## config.mk

```make
export PLATFORM = sky130hd
export DESIGN_NAME = half_single_float_converter
export DESIGN_NICKNAME = d
export VERILOG_FILES = /design/src/design/hsfc_pkg.sv /design/src/design/half_single_float_converter.sv
export SDC_FILE = /design/constraint.sdc
export NUM_CORES = 1
export LEC_CHECK = 0
export CAP_MARGIN = 15
export CORE_MARGIN = 2
export CORE_UTILIZATION = 35
export CTS_BUF_LIST = sky130_fd_sc_hd__clkbuf_4
export DETAILED_ROUTE_END_ITERATION = 10
export DONT_BUFFER_PORTS = 1
export SLEW_MARGIN = 20
export SYNTH_ARGS = -nofsm -noshare
export SYNTH_HDL_FRONTEND = slang
export SYNTH_SLANG_ARGS = --single-unit
```

## constraint.sdc

```tcl
create_clock -name clk_i -period 10 [get_ports clk_i]
set_clock_uncertainty 0.2 [all_clocks]
set_input_delay 1.5 -clock clk_i [delete_from_list [all_inputs] [get_ports clk_i]]
set_output_delay 1.5 -clock clk_i [all_outputs]
set_load 0.1 [all_outputs]
```

## src/design/hsfc_pkg.sv

```systemverilog
`timescale 1ns / 1ps

package hsfc_pkg;

  localparam logic [15:0] HalfQnan = 16'h7e00;
  localparam logic [15:0] HalfInf  = 16'h7c00;

  typedef enum logic {
    OP_S2H = 1'b0,
    OP_H2S = 1'b1
  } op_e;

  // Single to half: rebias, truncate, shift into subnormal range, flush tiny values.
  function automatic logic [15:0] single_to_half(input logic [31:0] x);
    logic [15:0] sgn;
    logic signed [9:0] ex;
    logic [22:0] man;
    logic [23:0] full;
    logic [4:0] sh;
    logic [23:0] shifted;
    logic [15:0] res;
    sgn = {x[31], 15'd0};
    ex = $signed({2'b00, x[30:23]}) - 10'sd112;
    man = x[22:0];
    full = {1'b1, man};
    sh = 5'(10'sd14 - ex);
    shifted = full >> sh;
    if (ex <= 10'sd0) begin
      if (ex < -10'sd10) res = sgn;
      else res = sgn | shifted[15:0];
    end else if (ex == 10'sd143) begin
      res = (man != 23'd0) ? (sgn | HalfQnan) : (sgn | HalfInf);
    end else if (ex > 10'sd30) begin
      res = sgn | HalfInf;
    end else begin
      res = {x[31], ex[4:0], man[22:13]};
    end
    return res;
  endfunction

  // Half to single: exact; subnormals normalized by a leading-zero count.
  function automatic logic [31:0] half_to_single(input logic [15:0] h);
    logic [4:0] ex;
    logic [9:0] man;
    logic [3:0] lz;
    logic found;
    logic [9:0] m;
    logic [31:0] res;
    ex = h[14:10];
    man = h[9:0];
    lz = 4'd0;
    found = 1'b0;
    for (int i = 9; i >= 0; i--) begin
      if (!found && man[i]) begin
        found = 1'b1;
        lz = 4'(9 - i);
      end
    end
    m = 10'(man << (lz + 4'd1));
    if (ex == 5'd0) begin
      if (man == 10'd0) res = {h[15], 31'd0};
      else res = {h[15], 8'(8'd112 - {4'd0, lz}), m, 13'd0};
    end else if (ex == 5'h1f) begin
      res = {h[15], 8'hff, man, 13'd0};
    end else begin
      res = {h[15], 8'({3'd0, ex} + 8'd112), man, 13'd0};
    end
    return res;
  endfunction

endpackage

```

## src/design/half_single_float_converter.sv

```systemverilog
`timescale 1ns / 1ps

// Half/single float converter. One transaction per cycle: an input register
// feeds one level of conversion logic into the result register, and a new
// transaction is taken every cycle unless both registers are full and the
// result is stalled. No rounding on single to half (truncation).
module half_single_float_converter
  import hsfc_pkg::*;
(
  input  logic        clk_i,
  input  logic        rst_ni,
  input  logic        valid_i,
  output logic        stall_o,
  input  logic        op_i,
  input  logic [31:0] single_bits_i,
  input  logic [15:0] half_bits_i,
  output logic        valid_o,
  input  logic        stall_i,
  output logic [31:0] converted_bits_o
);

  logic        in_vld_q;
  logic        op_q;
  logic [31:0] sb_q;
  logic [15:0] hb_q;
  logic        out_vld_q;
  logic [31:0] res_q;
  logic [31:0] res_d;
  logic        out_adv;
  logic        in_adv;

  // Advance result stage when empty or taken; input stage when it can drain.
  assign out_adv = !out_vld_q || !stall_i;
  assign in_adv  = !in_vld_q || out_adv;
  assign stall_o = !in_adv;

  // Convert in the chosen direction.
  always_comb begin
    if (op_e'(op_q) == OP_H2S) res_d = half_to_single(hb_q);
    else res_d = {16'd0, single_to_half(sb_q)};
  end

  // Hold control state.
  always_ff @(posedge clk_i or negedge rst_ni) begin
    if (!rst_ni) begin
      in_vld_q  <= 1'b0;
      out_vld_q <= 1'b0;
    end else begin
      if (in_adv) in_vld_q <= valid_i;
      if (out_adv) out_vld_q <= in_vld_q;
    end
  end

  // Capture payloads.
  always_ff @(posedge clk_i) begin
    if (in_adv && valid_i) begin
      op_q <= op_i;
      sb_q <= single_bits_i;
      hb_q <= half_bits_i;
    end
    if (out_adv && in_vld_q) res_q <= res_d;
  end

  assign valid_o          = out_vld_q;
  assign converted_bits_o = res_q;

endmodule

```

==> flow_metrics.env <==
export IMPL_status="finished clean"
export IMPL_antenna_found_initial=3
export IMPL_drc=0
export IMPL_grt_pass1_wl_mm=19.7
export IMPL_dp_cells=616
export IMPL_ys_seq_elements=82
export IMPL_min_period_over_period_pct=41.3
export IMPL_hold_path_depth=1
export IMPL_final_min_clock_period_ps=4140
export IMPL_clk_latency_ps=470
export IMPL_synth_cell_type_count=62
export IMPL_die_area_mm2=0.0150
export IMPL_pin_count=87
export IMPL_hold_violations=0
export IMPL_yosysTopAreaCellShare_pct=48.8
export IMPL_sw_frac_of_total_pct=32.7
export IMPL_grt_max_degree=50
export IMPL_cts_sinks=82
export IMPL_die_h_um=123
export IMPL_slew_viol_final=0
export IMPL_worst_pin_slew_ps=1030
export IMPL_p_leak_nw=1.84
export IMPL_setup_tns_ps=0
export IMPL_syn_area_mm2=0.00493
export IMPL_worstPathMaxFanout=4
export IMPL_cts_tree="built"
export IMPL_cts_root_buf="clkbuf_4"
export IMPL_crit_type="reg -> out"
export IMPL_area_growth_pct=9.42
export IMPL_cts_max_level=3
export IMPL_yosys_most_used_dff="edfxtp_1"
export IMPL_routed_via_density=5.95
export IMPL_holdWs_ps=316
export IMPL_detail_route_antenna_nets=0
export IMPL_num_rows=43
export IMPL_startpoint="valid_o"
export IMPL_place_hpwl_mm=8.97
export IMPL_layout_nets=507
export IMPL_ys_warn_count=0
export IMPL_fp_dieW_um=123
export IMPL_rr_startpoint="sb_q[23]"
export IMPL_fmax_mhz=242
export IMPL_clock_path_buffers=2
export IMPL_endpoint="stall_o"
export IMPL_synthTopCellsByArea="edfxtp_1, mux4_2, nand2_1, nand3_1, a21oi_1"
export IMPL_wire_per_inst_um=19.7
export IMPL_maxSlewHeadroom_pct=31.1
export IMPL_layout_cells_most_common="edfxtp_1"
export IMPL_portBuffers=0
export IMPL_finalSetupViolCount=0
export IMPL_drt_total_wl_mm=12.5
export IMPL_min_path_type="reg -> reg"
export IMPL_p_clk_share_pct=30.8
export IMPL_synth_async_reset_ratio_pct=2.44
export IMPL_switching_power_w=0.000314
export IMPL_first_pass_iters=7
export IMPL_via_count=3784
export IMPL_cts_repair_resized=0
export IMPL_layout_common_cells="edfxtp_1, nand2_1, nand3_1"
export IMPL_internal_power_w=0.000645
export IMPL_seq_power_share_pct=53.3
export IMPL_worstHoldStart="in_vld_q"
export IMPL_drt_iter0_drc=315
export IMPL_cp_start_kind="register"
export IMPL_maxCapViolations=0
export IMPL_cellPowerDensity_mw_per_mm2=178
export IMPL_end_kind="output pin"
export IMPL_finalWeightedCongestion=0.955
export IMPL_final_cell_count_no_fill=636
export IMPL_grtUsageTotal_pct=17.4
export IMPL_synth_yosys_seq_area_share_pct=49.8
export IMPL_synth_edf_count=80
export IMPL_fillCellCount=1349
export IMPL_p_comb_share_pct=15.9
export IMPL_fin_util_pct=39.0
export IMPL_critical_path_required_ps=8300
export IMPL_r2r_end="converted_bits_o[8]"
export IMPL_rsz0062_at_grt="no"
export IMPL_arrival_ps=2430
export IMPL_path_clk_slew_ps=120
export IMPL_syn_nets=516
export IMPL_grt_pass1_vias=3587
export IMPL_post_cts_buffers=0
export IMPL_r2r_slack_ps=6230
export IMPL_ir_worst_vdd_mv=0.106
export IMPL_synth_cells=457
export IMPL_rr_worst_depth=9
export IMPL_synth_area_per_cell_um2=10.8
export IMPL_ctsHoldBuffers=0
export IMPL_initial_core_util_pct=35.6
export IMPL_grt_ovfl_total=0
export IMPL_drive_gt1_share_pct=11.3
export IMPL_core_area_mm2=0.0138
export IMPL_synth_top_area_cell="edfxtp_1"
export IMPL_numCtsBuffers=9
metal layers:
| metal | GRT usage, % | routed length [um] | vias up | share of wire (%) |
|---|---|---|---|---|
| li1 | - | - | 1771 | - |
| met3 | 4.14 | 829 | 25 | 6.6 |
| met1 | 23.3 | 5630 | 1840 | 45 |
| met4 | 8.05 | 312 | 0 | 2.5 |
| met5 | 0 | 0 | - | 0 |
| met2 | 26.8 | 5760 | 148 | 46 |
logic make-up (layout without fill, tap and decap cells):
| logic type | Yosys count | in the layout | share of synthesized area, % |
|---|---|---|---|
| adders and majority gates | 6 | 6 | 1.52 |
| muxes | 34 | 34 | 11.1 |
| buffers and inverters | 40 | 36 | 3.23 |
| AOI/OAI and AO/OA | 111 | 111 | 15.2 |
| xor gates and xnor gates | 7 | 7 | 1.24 |
| other | 0 | 3 | 0 |
| and+or+nand+nor | 177 | 177 | 17.9 |
| DFF | 82 | 82 | 49.8 |
critical path, stage by stage (launching register included):
cell     delay (ps)
dfrtp_1        1030
nand3_1         250
inv_1           690
final cells by class:
class | count | area [um^2] | area share, %
flip-flops and latches | 82 | 2450 | 45.5
multi-input cells | 335 | 2330 | 43.2
well taps | 180 | 225 | 4.18
clock inverters | 7 | 165 | 3.06
repair buffers | 8 | 100 | 1.86
clock buffers | 9 | 67.6 | 1.25
inverters | 12 | 45.0 | 0.836
diodes | 3 | 7.51 | 0.139
flip-flops by register name (all words and copies together), names as in the netlist:
register	cells
hb_q	16
valid_o	1
op_q	1
converted_bits_o	31
in_vld_q	1
sb_q	32
Yosys cell counts, types with 2 or more instances:
cell and instances:
a21oi_1 27, xnor2_1 4, o311a_1 2, mux4_2 16
nor2_1 25, o21ai_0 23, o31ai_1 2, and2_1 4
o31a_1 2, clkbuf_1 21, o221ai_1 3, a2111oi_0 2
edfxtp_1 80, o211a_1 3, nand2_1 65, nand3_1 28
nand4_1 5, and4_1 3, a21o_1 3, buf_2 4
inv_1 12, o211ai_1 12, a31oi_1 4, mux2i_1 13
dfrtp_1 2, nor3_1 10, mux2_2 5, nor3b_1 5
or4_1 2, or3_1 6, a211o_1 3, a22oi_1 4
ha_1 6, xor2_1 3, a32oi_1 5, a311oi_1 2
nor4_1 10, buf_1 2, o21a_1 2, and3_1 2
nor2b_1 4
worst min-delay path by stage:
stage	slack, ps	to
floorplan	240	valid_o
global placement	260	valid_o
detailed placement	300	valid_o
CTS	320	valid_o
global route	350	valid_o
finish	320	valid_o
per-stage QoR:
stage	area, um^2	total power (W)	setup slack [ps]
2_1_floorplan	4930	0.000628	5530
3_3_place_gp	5120	0.000665	6030
3_5_place_dp	5120	0.000668	6010
4_1_cts	5360	0.000965	5810
5_1_grt	5390	0.00100	5790
6_report	5390	0.000959	5870
power groups by stage:
stage	combinational [W]	clock, W	sequential, W
after floorplan	0.000122	0	0.000505
after global placement	0.000147	0	0.000518
after detailed placement	0.000149	0	0.000519
after CTS	0.000149	0.000304	0.000512
after global routing	0.000168	0.000317	0.000515
final	0.000152	0.000296	0.000511
(Power assumes the default switching activity.)
